File: config.mk
export PLATFORM = sky130hd
export DESIGN_NAME = positional_delete_list_top
export DESIGN_NICKNAME = d
export VERILOG_FILES = /design/src/sv/pdl_pkg.sv /design/src/sv/positional_delete_list_top.sv /design/src/sv/pdl_cell.sv /design/src/sv/pdl_chain.sv
export SDC_FILE = /design/constraint.sdc
export NUM_CORES = 1
export LEC_CHECK = 0
export BUFFER_PORTS_ARGS = -buffer_cell sky130_fd_sc_hd__clkbuf_2
export CORE_ASPECT_RATIO = 1.75
export CORE_MARGIN = 2
export CORE_UTILIZATION = 57
export DETAILED_ROUTE_END_ITERATION = 8
export PLACE_DENSITY = 0.77
export SYNTH_ARGS = -nofsm -noshare
export SYNTH_HDL_FRONTEND = slang
export SYNTH_SLANG_ARGS = --single-unit
File: constraint.sdc
create_clock -name clk -period 5 [get_ports clk]
set_clock_uncertainty 0.1 [all_clocks]
set_input_delay 0.25 -clock clk [delete_from_list [all_inputs] [get_ports clk]]
set_output_delay 0.25 -clock clk [all_outputs]
set_load 0.02 [all_outputs]
File: src/sv/pdl_pkg.sv
// ----------------------------------------------------------------------------
// pdl_pkg: shared types and constants of the positional delete list
// Field widths, command and status codes, and the per-slot control bundle.
// ----------------------------------------------------------------------------
package pdl_pkg;

	localparam int VALUE_W  = 32;
	localparam int POS_W    = 16;
	localparam int LEN_W    = 5;
	localparam int STATUS_W = 2;

	// Command codes carried in the input tuser
	localparam logic CMD_APPEND = 1'b0;
	localparam logic CMD_DELETE = 1'b1;

	// Result status codes carried in the output tuser
	typedef enum logic [STATUS_W-1:0] {
		ST_OK     = 2'd0,
		ST_EMPTY  = 2'd1,
		ST_BADPOS = 2'd2,
		ST_FULL   = 2'd3
	} status_t;

	// Per-slot control: load the appended value, take the neighbor's value,
	// or expose the held value on the removal tap
	typedef struct packed {
		logic load;
		logic shift;
		logic tap;
	} slot_ctl_t;

endpackage

File: src/sv/positional_delete_list_top.sv
// A result is registered and appears on the output in the cycle after its request is taken.
// Throughput: one request per cycle while the output is not held; the list slots update in the accept cycle.
// A request is taken while the output register is empty or being drained.
// Reset (arst_n low) empties the list and drops any pending result.
// Slot contents are not reset; slots beyond the length are never read.
// ----------------------------------------------------------------------------
// positional_delete_list_top: bounded list with append and positional delete
// Appends at the tail, deletes at a 1-based position closing the gap, and
// reports status, removed value and new length for every request.
// ----------------------------------------------------------------------------
module positional_delete_list_top #(
	parameter int CAPACITY = 16
) (
	input  logic        clk,
	input  logic        arst_n,
	input  logic        s_tvalid,
	output logic        s_tready,
	input  logic [47:0] s_tdata,  // [31:0] value, [47:32] position
	input  logic [0:0]  s_tuser,  // [0] command
	output logic        m_tvalid,
	input  logic        m_tready,
	output logic [39:0] m_tdata,  // [31:0] removed_value, [36:32] length, rest zero
	output logic [1:0]  m_tuser   // [1:0] status
);

	localparam int CNT_W = $clog2(CAPACITY + 1);
	localparam logic [CNT_W-1:0] CapCount = CNT_W'(CAPACITY);

	logic                                accept;
	logic                                cmd;
	logic signed [pdl_pkg::VALUE_W-1:0]  in_value;
	logic [pdl_pkg::POS_W-1:0]           position;
	logic                                append_ok;
	logic                                delete_ok;
	pdl_pkg::status_t                    status;
	logic [CNT_W-1:0]                    count_q;
	logic [CNT_W-1:0]                    count_next;
	logic signed [pdl_pkg::VALUE_W-1:0]  removed;

	logic                                m_valid_q;
	pdl_pkg::status_t                    m_status_q;
	logic signed [pdl_pkg::VALUE_W-1:0]  m_removed_q;
	logic [pdl_pkg::LEN_W-1:0]           m_length_q;

	assign cmd      = s_tuser[0];
	assign in_value = s_tdata[31:0];
	assign position = s_tdata[47:32];
	assign s_tready = !m_valid_q || m_tready;
	assign accept   = s_tvalid && s_tready;

	// Classify the request and compute the new length
	always_comb begin
		append_ok  = 1'b0;
		delete_ok  = 1'b0;
		status     = pdl_pkg::ST_OK;
		count_next = count_q;
		if (cmd == pdl_pkg::CMD_APPEND) begin
			if (count_q == CapCount) begin
				status = pdl_pkg::ST_FULL;
			end else begin
				append_ok  = accept;
				count_next = count_q + CNT_W'(1);
			end
		end else begin
			if (count_q == '0) begin
				status = pdl_pkg::ST_EMPTY;
			end else if (position == '0 || position > pdl_pkg::POS_W'(count_q)) begin
				status = pdl_pkg::ST_BADPOS;
			end else begin
				delete_ok  = accept;
				count_next = count_q - CNT_W'(1);
			end
		end
	end

	pdl_chain #(
		.CAPACITY (CAPACITY),
		.CNT_W    (CNT_W)
	) u_chain (
		.clk       (clk),
		.append_ok (append_ok),
		.delete_ok (delete_ok),
		.count     (count_q),
		.position  (position),
		.in_value  (in_value),
		.removed   (removed)
	);

	// Advance the length on each taken request
	always_ff @(posedge clk or negedge arst_n) begin
		if (!arst_n) begin
			count_q <= '0;
		end else if (accept) begin
			count_q <= count_next;
		end
	end

	// Hold the result until the downstream side takes it
	always_ff @(posedge clk or negedge arst_n) begin
		if (!arst_n) begin
			m_valid_q <= 1'b0;
		end else if (accept) begin
			m_valid_q <= 1'b1;
		end else if (m_tready) begin
			m_valid_q <= 1'b0;
		end
	end

	always_ff @(posedge clk) begin
		if (accept) begin
			m_status_q  <= status;
			m_removed_q <= removed;
			m_length_q  <= pdl_pkg::LEN_W'(count_next);
		end
	end

	assign m_tvalid = m_valid_q;
	assign m_tdata  = {3'b000, m_length_q, m_removed_q};
	assign m_tuser  = m_status_q;

	// Length never exceeds the capacity
	a_count_bound: assert property (@(posedge clk) disable iff (!arst_n)
		count_q <= CapCount)
		else $error("list length above capacity");

	// An append into a list with room grows it by one
	a_append_grows: assert property (@(posedge clk) disable iff (!arst_n)
		accept && cmd == pdl_pkg::CMD_APPEND && count_q != CapCount
		|=> count_q == $past(count_q) + CNT_W'(1))
		else $error("append did not grow the list");

	// A valid delete yields an ok result in the following cycle
	a_delete_ok: assert property (@(posedge clk) disable iff (!arst_n)
		delete_ok |=> m_tvalid && m_tuser == pdl_pkg::ST_OK)
		else $error("delete result missing or not ok");

	// The length only moves on a taken request
	a_count_hold: assert property (@(posedge clk) disable iff (!arst_n)
		!accept |=> $stable(count_q))
		else $error("length changed without a request");

endmodule

File: src/sv/pdl_cell.sv
// ----------------------------------------------------------------------------
// pdl_cell: one storage slot of the list
// Holds one element; loads an appended value or takes its upper neighbor's
// value when the list closes a gap, and drives its value onto the removal tap.
// ----------------------------------------------------------------------------
module pdl_cell (
	input  logic                                clk,
	input  pdl_pkg::slot_ctl_t                  ctl,
	input  logic signed [pdl_pkg::VALUE_W-1:0]  in_value,
	input  logic signed [pdl_pkg::VALUE_W-1:0]  next_value,
	output logic signed [pdl_pkg::VALUE_W-1:0]  value,
	output logic signed [pdl_pkg::VALUE_W-1:0]  tap_value
);

	logic signed [pdl_pkg::VALUE_W-1:0] value_q;

	// Load on append, shift down on delete, hold otherwise
	always_ff @(posedge clk) begin
		if (ctl.load) begin
			value_q <= in_value;
		end else if (ctl.shift) begin
			value_q <= next_value;
		end
	end

	assign value     = value_q;
	assign tap_value = ctl.tap ? value_q : '0;

endmodule

File: src/sv/pdl_chain.sv
// ----------------------------------------------------------------------------
// pdl_chain: row of storage slots
// Decodes the request into per-slot controls, links each slot to its upper
// neighbor and gathers the removed element from the slot taps.
// ----------------------------------------------------------------------------
module pdl_chain #(
	parameter int CAPACITY = 16,
	parameter int CNT_W    = $clog2(CAPACITY + 1)
) (
	input  logic                                clk,
	input  logic                                append_ok,
	input  logic                                delete_ok,
	input  logic [CNT_W-1:0]                    count,
	input  logic [pdl_pkg::POS_W-1:0]           position,
	input  logic signed [pdl_pkg::VALUE_W-1:0]  in_value,
	output logic signed [pdl_pkg::VALUE_W-1:0]  removed
);

	logic signed [pdl_pkg::VALUE_W-1:0] slot_value [CAPACITY];
	logic signed [pdl_pkg::VALUE_W-1:0] slot_tap   [CAPACITY];

	for (genvar i = 0; i < CAPACITY; i++) begin : g_slot
		localparam logic [CNT_W-1:0]          SlotIdx = CNT_W'(i);
		localparam logic [pdl_pkg::POS_W-1:0] SlotPos = pdl_pkg::POS_W'(i + 1);

		pdl_pkg::slot_ctl_t                 ctl;
		logic signed [pdl_pkg::VALUE_W-1:0] next_value;

		// Append writes the first free slot; delete shifts every slot from the
		// removed position upward and taps the removed one
		always_comb begin
			ctl.load  = append_ok && (count == SlotIdx);
			ctl.shift = delete_ok && (SlotPos >= position);
			ctl.tap   = delete_ok && (SlotPos == position);
		end

		if (i == CAPACITY - 1) begin : g_top
			assign next_value = slot_value[i];
		end else begin : g_mid
			assign next_value = slot_value[i+1];
		end

		pdl_cell u_slot (
			.clk        (clk),
			.ctl        (ctl),
			.in_value   (in_value),
			.next_value (next_value),
			.value      (slot_value[i]),
			.tap_value  (slot_tap[i])
		);
	end

	// Merge the taps; at most one is nonzero
	always_comb begin
		removed = '0;
		for (int k = 0; k < CAPACITY; k++) begin
			removed = removed | slot_tap[k];
		end
	end

endmodule

# After elaboration in Yosys (flattened, before gate mapping)
# Index checks and enable logic that the tools add are counted.
[word_totals] reg_bits=557 output_inout_bits=44
[classes] n_addsub=2 eq_ne=32 reduce_logical=69 bitwise_logic=15 mux=61 order_cmp=16
[op_table] op="32-bit 2-to-1 mux" count=46
[op_table] op="32-bit OR" count=15
[op_table] op="4-bit by 16-bit == test with 1-bit output, first input constant" count=8
[op_table] op="4-bit by 16-bit greater-or-equal comparator with 1-bit output, first input constant" count=8
[op_table] op="3-bit by 16-bit == test with 1-bit output, first input constant" count=4
[op_table] op="3-bit by 16-bit greater-or-equal comparator with 1-bit output, first input constant" count=4
[op_table] op="1-bit logical AND" count=48
[op_table] op="5-bit by 4-bit == test with 1-bit output, second input constant" count=8
[op_table] op="2-bit by 16-bit == test with 1-bit output, first input constant" count=2
[op_table] op="2-bit by 16-bit greater-or-equal comparator with 1-bit output, first input constant" count=2
[op_table] op="2-bit nonzero test" count=16
[op_table] op="5-bit by 3-bit == test with 1-bit output, second input constant" count=4
[op_table] op="5-bit 2-to-1 mux" count=4
[op_table] op="1-bit by 16-bit == test with 1-bit output, first input constant" count=1
[op_table] op="5-bit by 16-bit == test with 1-bit output, first input constant" count=1
[op_table] op="1-bit by 16-bit greater-or-equal comparator with 1-bit output, first input constant" count=1
[op_table] op="16-bit by 5-bit greater-than comparator with 1-bit output" count=1
[op_table] op="16-bit zero test" count=1
[op_table] op="5-bit by 2-bit == test with 1-bit output, second input constant" count=2
[op_table] op="2-bit 2-to-1 mux" count=4
[op_table] op="1-bit 2-to-1 mux" count=7
[op_table] op="5-bit by 1-bit adder with 5-bit output, second input constant" count=1
[op_table] op="5-bit by 1-bit == test with 1-bit output, second input constant" count=1
[op_table] op="5-bit == test, second input constant" count=1
[op_table] op="other kinds (4)" count=5

# Longest topological paths before layout
[logic_depth] ltp_word=23 depth_mapped=16 ltp_nobuf=8

# Cells and area by module
# From an unflattened synthesis, not the netlist that was laid out.
[hier_totals] hier_cells=2071 hier_area_um2=31068.5
[by_module_without_submodules] module="pdl_cell" instances=16 area_each_um2=1719.1 seq_area_each_um2=960.9 cells_per_inst=104
[by_module_without_submodules] module="positional_delete_list_top" instances=1 area_each_um2=2018.2 seq_area_each_um2=1321.3 cells_per_inst=154
[by_module_without_submodules] module="pdl_chain" instances=1 area_each_um2=1544.0 seq_area_each_um2=0.0 cells_per_inst=253

# Worst setup path before layout
# No wires, ideal clock.
[synth_timing] path_kind="input to register" from="in s_tdata[32]" to="reg u_chain.g_slot[13].u_slot.value_q (netlist bit u_chain.g_slot[13].u_slot.value[0]), enable pin" n_path_buf=7 arrival_ps=4908 setup_ps=466 slack_ps=-474 stages=13 t_required_ps=4434 cell_sequence="buf_2 > buf_2 > buf_4 > buf_2 > buf_2 > inv_1 > ha_1 > nand4_1 > a211oi_2 > nand3_1 > buf_2 > buf_2 > o21ai_0"
[synth_between] elab_chain_len=7 word_cells_on_any_way=9 classes_between="order compare: 2; mux: 3; reduce/logical: 4"
[synth_rtl] element="start: declaration" line="positional_delete_list_top.sv:18" rtl="input logic [47:0] s_tdata,"
[synth_rtl] element="16-bit by 5-bit greater-than comparator with 1-bit output or 16-bit zero test (tied branches)" line="positional_delete_list_top.sv:67" rtl="end else if (position == '0 || position > pdl_pkg::POS_W'(count_q)) begin"
[synth_rtl] element="1-bit logical OR" line="positional_delete_list_top.sv:67"
[synth_rtl] element="1-bit 2-to-1 mux" line="positional_delete_list_top.sv:67"
[synth_rtl] element="1-bit 2-to-1 mux" line="positional_delete_list_top.sv:65" rtl="if (count_q == '0) begin"
[synth_rtl] element="1-bit 2-to-1 mux" line="positional_delete_list_top.sv:57" rtl="if (cmd == pdl_pkg::CMD_APPEND) begin"
[synth_rtl] element="1-bit logical AND (*)" line="pdl_chain.sv:33" rtl="ctl.shift = delete_ok && (SlotPos >= position);"
[synth_rtl] element="2-bit nonzero test (no line) (*)"
[synth_rtl] element="end signal: assignment" line="pdl_cell.sv:20" rtl="value_q <= in_value;"
[synth_rtl] element="end signal: assignment" line="pdl_cell.sv:22" rtl="value_q <= next_value;"
[synth_rtl] element="end: declaration" line="pdl_cell.sv:15" rtl="logic signed [pdl_pkg::VALUE_W-1:0] value_q;"
# Mark *: on every way between the ends. The rest lies on a longest branch, timed or not.
# A chain may end at the register's enable or synchronous reset.

# Worst setup path in the final report
[layout_timing] from="reg count_q[0]" to="reg u_chain.g_slot[2].u_slot.value_q (netlist bit u_chain.g_slot[2].u_slot.value[24]), enable pin"
[layout_between] elab_chain_len=7 word_cells_on_any_way=13 classes_between="order compare: 1; eq/ne: 2; mux: 5; reduce/logical: 5"
[layout_rtl] element="start: declaration" line="positional_delete_list_top.sv:36" rtl="logic [CNT_W-1:0] count_q;"
[layout_rtl] element="start signal: assignment" line="positional_delete_list_top.sv:94" rtl="count_q <= count_next;"
[layout_rtl] element="16-bit by 5-bit greater-than comparator with 1-bit output" line="positional_delete_list_top.sv:67"
[layout_rtl] element="1-bit logical OR" line="positional_delete_list_top.sv:67"
[layout_rtl] element="1-bit 2-to-1 mux" line="positional_delete_list_top.sv:67"
[layout_rtl] element="1-bit 2-to-1 mux" line="positional_delete_list_top.sv:65"
[layout_rtl] element="1-bit 2-to-1 mux" line="positional_delete_list_top.sv:57"
[layout_rtl] element="1-bit logical AND" line="pdl_chain.sv:33"
[layout_rtl] element="2-bit nonzero test (no line) (*)"
[layout_rtl] element="end signal: assignment" line="pdl_cell.sv:20"
[layout_rtl] element="end signal: assignment" line="pdl_cell.sv:22"
[layout_rtl] element="end: declaration" line="pdl_cell.sv:15"
# Marks and branches as above.

==> flow_summary_export.csv <==
group,metric,value,unit
floorplanning,core_area,0.0486,sq mm
pwr,clockPowerShare,0.393,
synthesis,async_flop_share,0.0108,
layout,final_area,0.0312,sq mm
global_route,antenna_found_initial,3,
drt,first_iter_violations,2863,
clock_tree,cts_tree,"yes",
synthesis,synth_top_area_frac,0.592,
drt,drt_wl_total,92.5,mm
layout,nets,2039,
critical_path,crit_chain,"inv_1, ha_1, or4b_1, nand4_2, or3_2, nor3_4, nand2_1, nand2_2, buf_4",
run_status,status,"finished clean",
layout,fin_cells,2672,
placed_design,gp_congestion,0.927,
layout,areaGrowthSynthToFinish,11.7,%
drt,vias,19189,
layout,fillCellCount,3543,
synthesis,synth_area_leaders,"edfxtp_1, mux2_2, mux2i_1, a22o_1, nand2_1",
floorplanning,num_rows,107,
critical_path,critPathLaunchType,"register",
sta,setup_violations,0,
placed_design,dp_cells,2555,
synthesis,yosysWarnings,0,
synthesis,syn-cell-area,0.0279,sq mm
clock_tree,cts_root_buf,"clkbuf_16",
clock_tree,clk_path_buf_depth,3,
pwr,swShare,0.240,
synthesis,synth_cells,1898,
placed_design,io_buffers,93,
critical_path,cp.arrival,4390,ps
sta,tightest_slew,1300,ps
critical_path,critPathKind,"reg -> reg",
drt,drc,0,
pwr,seqPwrFrac,0.529,
synthesis,synthTopCellsByCount,"edfxtp_1, mux2_2, mux2i_1",
sta,finalSetupTns,0,ps
floorplanning,dieArea,0.0509,sq mm
floorplanning,fp.dieW,171,um
floorplanning,io_pins,97,
global_route,grt_pass1_vias,19386,
critical_path,end_kind,"register",
synthesis,synth_edf_count,551,
pwr,p_leak,10.7,nW
synthesis,yosysUniqueCellTypes,70,
pwr,internal-power,0.00747,W
pwr,powerDensity,315,mW/mm^2
clock_tree,holdBufCountCts,20,
floorplanning,start_util,0.575,
global_route,grt_max_degree,84,
pwr,combPwrFrac,0.078,
synthesis,ys_ff_latch,557,
synthesis,synth_top_area_cell,"edfxtp_1",
synthesis,ys.flop_type,"edfxtp_1",
placed_design,hpwlAfterDp,56.4,mm
floorplanning,die_y,297,um
global_route,grt_pass1_wl,130,mm
pwr,peakVddDrop,0.260,mV
sta,fmax,235,MHz
worst_hold_path,hold_class,"in -> reg",
layout,drive_gt1_frac,0.399,
clock_tree,post-cts-setup-buffers,0,
global_route,grtUsageTotal,0.361,
synthesis,synth_most_common_cell,"edfxtp_1",
global_route,grt-ovfl-total,0,
sta,whs,11.1,ps
clock_tree,cts.sinks,557,
drt,via_per_inst,7.18,
critical_path,worstPathMaxFanout,22,
drt,wl_per_cell,34.6,um
clock_tree,numCtsBuffers,51,
critical_path,cp_slowest_stage_delay,630,ps
sta,slew_viol_final,0,
sta,fin_crit,4250,ps
sta,hold_viol,0,
critical_path,crit_required,5140,ps
clock_tree,postCtsResizedCells,0,
synthesis,yosysSeqAreaShare,0.598,
clock_tree,clock_latency,600,ps
placed_design,placed_area,0.0294,sq mm
run,drv_cap,0,
sta,fin_crit_sh,0.849,
clock_tree,h-tree-depth,2,
synthesis,avgSynthCellArea,14.7,sq um
drt,drt-pass1-iter-count,9,
pwr,power_switching,0.00236,W
drt,ant_nets,0,
clock_tree,clkTransAtPathRegs,70,ps
sta,rsz0062_at_grt,"false",
sta,relSlewSlack,0.128,
critical_path,crit_slowest_cell,"or3_2",
[power by group through the flow]
stage	clock, W	sequential (W)	combinational, W
3_3_place_gp	0	0.00529	0.000725
5_1_grt	0.00403	0.00520	0.000807
6_report	0.00386	0.00520	0.000768
3_5_place_dp	0	0.00530	0.000736
4_1_cts	0.00386	0.00519	0.000753
2_1_floorplan	0	0.00530	0.000434
[per-layer routing]
metal  part of all wire  vias up  wire (um)  global-route usage
li1                   -     7700          -                   -
met5            0.00030        -         28                   0
met4              0.085        4       7850               0.254
met2               0.48     1511      44800               0.593
met3               0.11      453       9960              0.0786
met1               0.32     9521      29800               0.415
[registers in the layout, indices dropped and copies added (netlist names)]
register,flops
count_q,5
m_length_q,5
m_removed_q,32
m_tuser,2
m_tvalid,1
u_chain.g_slot.u_slot.value,512
[cells by family (layout without fill, tap and decap cells)]
family	Yosys count	count (layout)	share of synthesized area
compound gates	297	297	0.0820
simple gates	251	251	0.0476
fa+ha+maj	11	11	0.00493
flops	557	557	0.598
xor+xnor	2	2	0.000627
buf+inv	175	292	0.0279
mux	604	604	0.239
other cells	1	4	0.000134
[critical path, delay by kind of cell, from the launching register on]
family                     cells  cell delay (ps)
DFF                            1              500
and+or+nand+nor                6             2260
adders and majority gates      1              370
buffers and inverters          2              620
[cell usage in the layout, fill, tap and decap left out, drive strengths merged, types with 5 or more instances in the layout]
cell type | netlist | routed
edfxtp | 551 | 551
mux2 | 501 | 501
clkbuf | 81 | 148
mux2i | 102 | 102
nand2 | 99 | 99
buf | 85 | 78
a22o | 46 | 46
nor3 | 45 | 45
a22oi | 42 | 42
o21ai | 38 | 38
o2bb2ai | 31 | 31
clkinv | 0 | 31
nor2 | 29 | 29
a21oi | 25 | 25
dlygate4sd3 | 0 | 20
nand3 | 20 | 20
a221oi | 16 | 16
nand4 | 16 | 16
a32oi | 15 | 15
o22a | 13 | 13
o211ai | 11 | 11
ha | 11 | 11
inv | 9 | 11
a221o | 9 | 9
o32ai | 9 | 9
nand2b | 7 | 7
a2bb2oi | 7 | 7
nor2b | 7 | 7
nor4 | 7 | 7
dfrtp | 6 | 6
and3 | 6 | 6
a211o | 5 | 5
[final cells by class]
cell class | instances | area [sq um] | share of cell area
inverter | 9 | 33.8 | 0.00108
sequential | 557 | 16700 | 0.535
clock inverter | 37 | 267 | 0.00854
clock buffer | 58 | 1320 | 0.0424
tap | 654 | 818 | 0.0262
multi-input combinational | 1168 | 10700 | 0.342
timing repair buffer | 188 | 1410 | 0.0451
antenna | 1 | 2.50 | 0.0000802
[path summary, 6_finish.rpt]
path / from / to / cells after the start / slack (ps)
setup / recovery: count_q[0] / u_chain.g_slot[2].u_slot.value[24] / 9 / 750
hold / removal: s_tdata[7] / u_chain.g_slot[15].u_slot.value[7] / 1 / 10
setup reg to reg: count_q[0] / u_chain.g_slot[2].u_slot.value[24] / 9 / 750
hold reg to reg: u_chain.g_slot[6].u_slot.value[28] / u_chain.g_slot[5].u_slot.value[28] / 1 / 470
max in group asynchronous: arst_n / count_q[0] / 3 / 3930
min in group asynchronous: arst_n / count_q[4] / 3 / 550
[per-stage QoR]
stage,util,total power [W],setup WS (ps)
floorplan,-,0.00574,-474
global placement,0.605,0.00602,858
detailed placement,0.605,0.00603,852
CTS,0.642,0.00981,811
global route,0.642,0.0100,632
finish,0.642,0.00983,753
No activity file was read; power rests on OpenSTA's default activity.
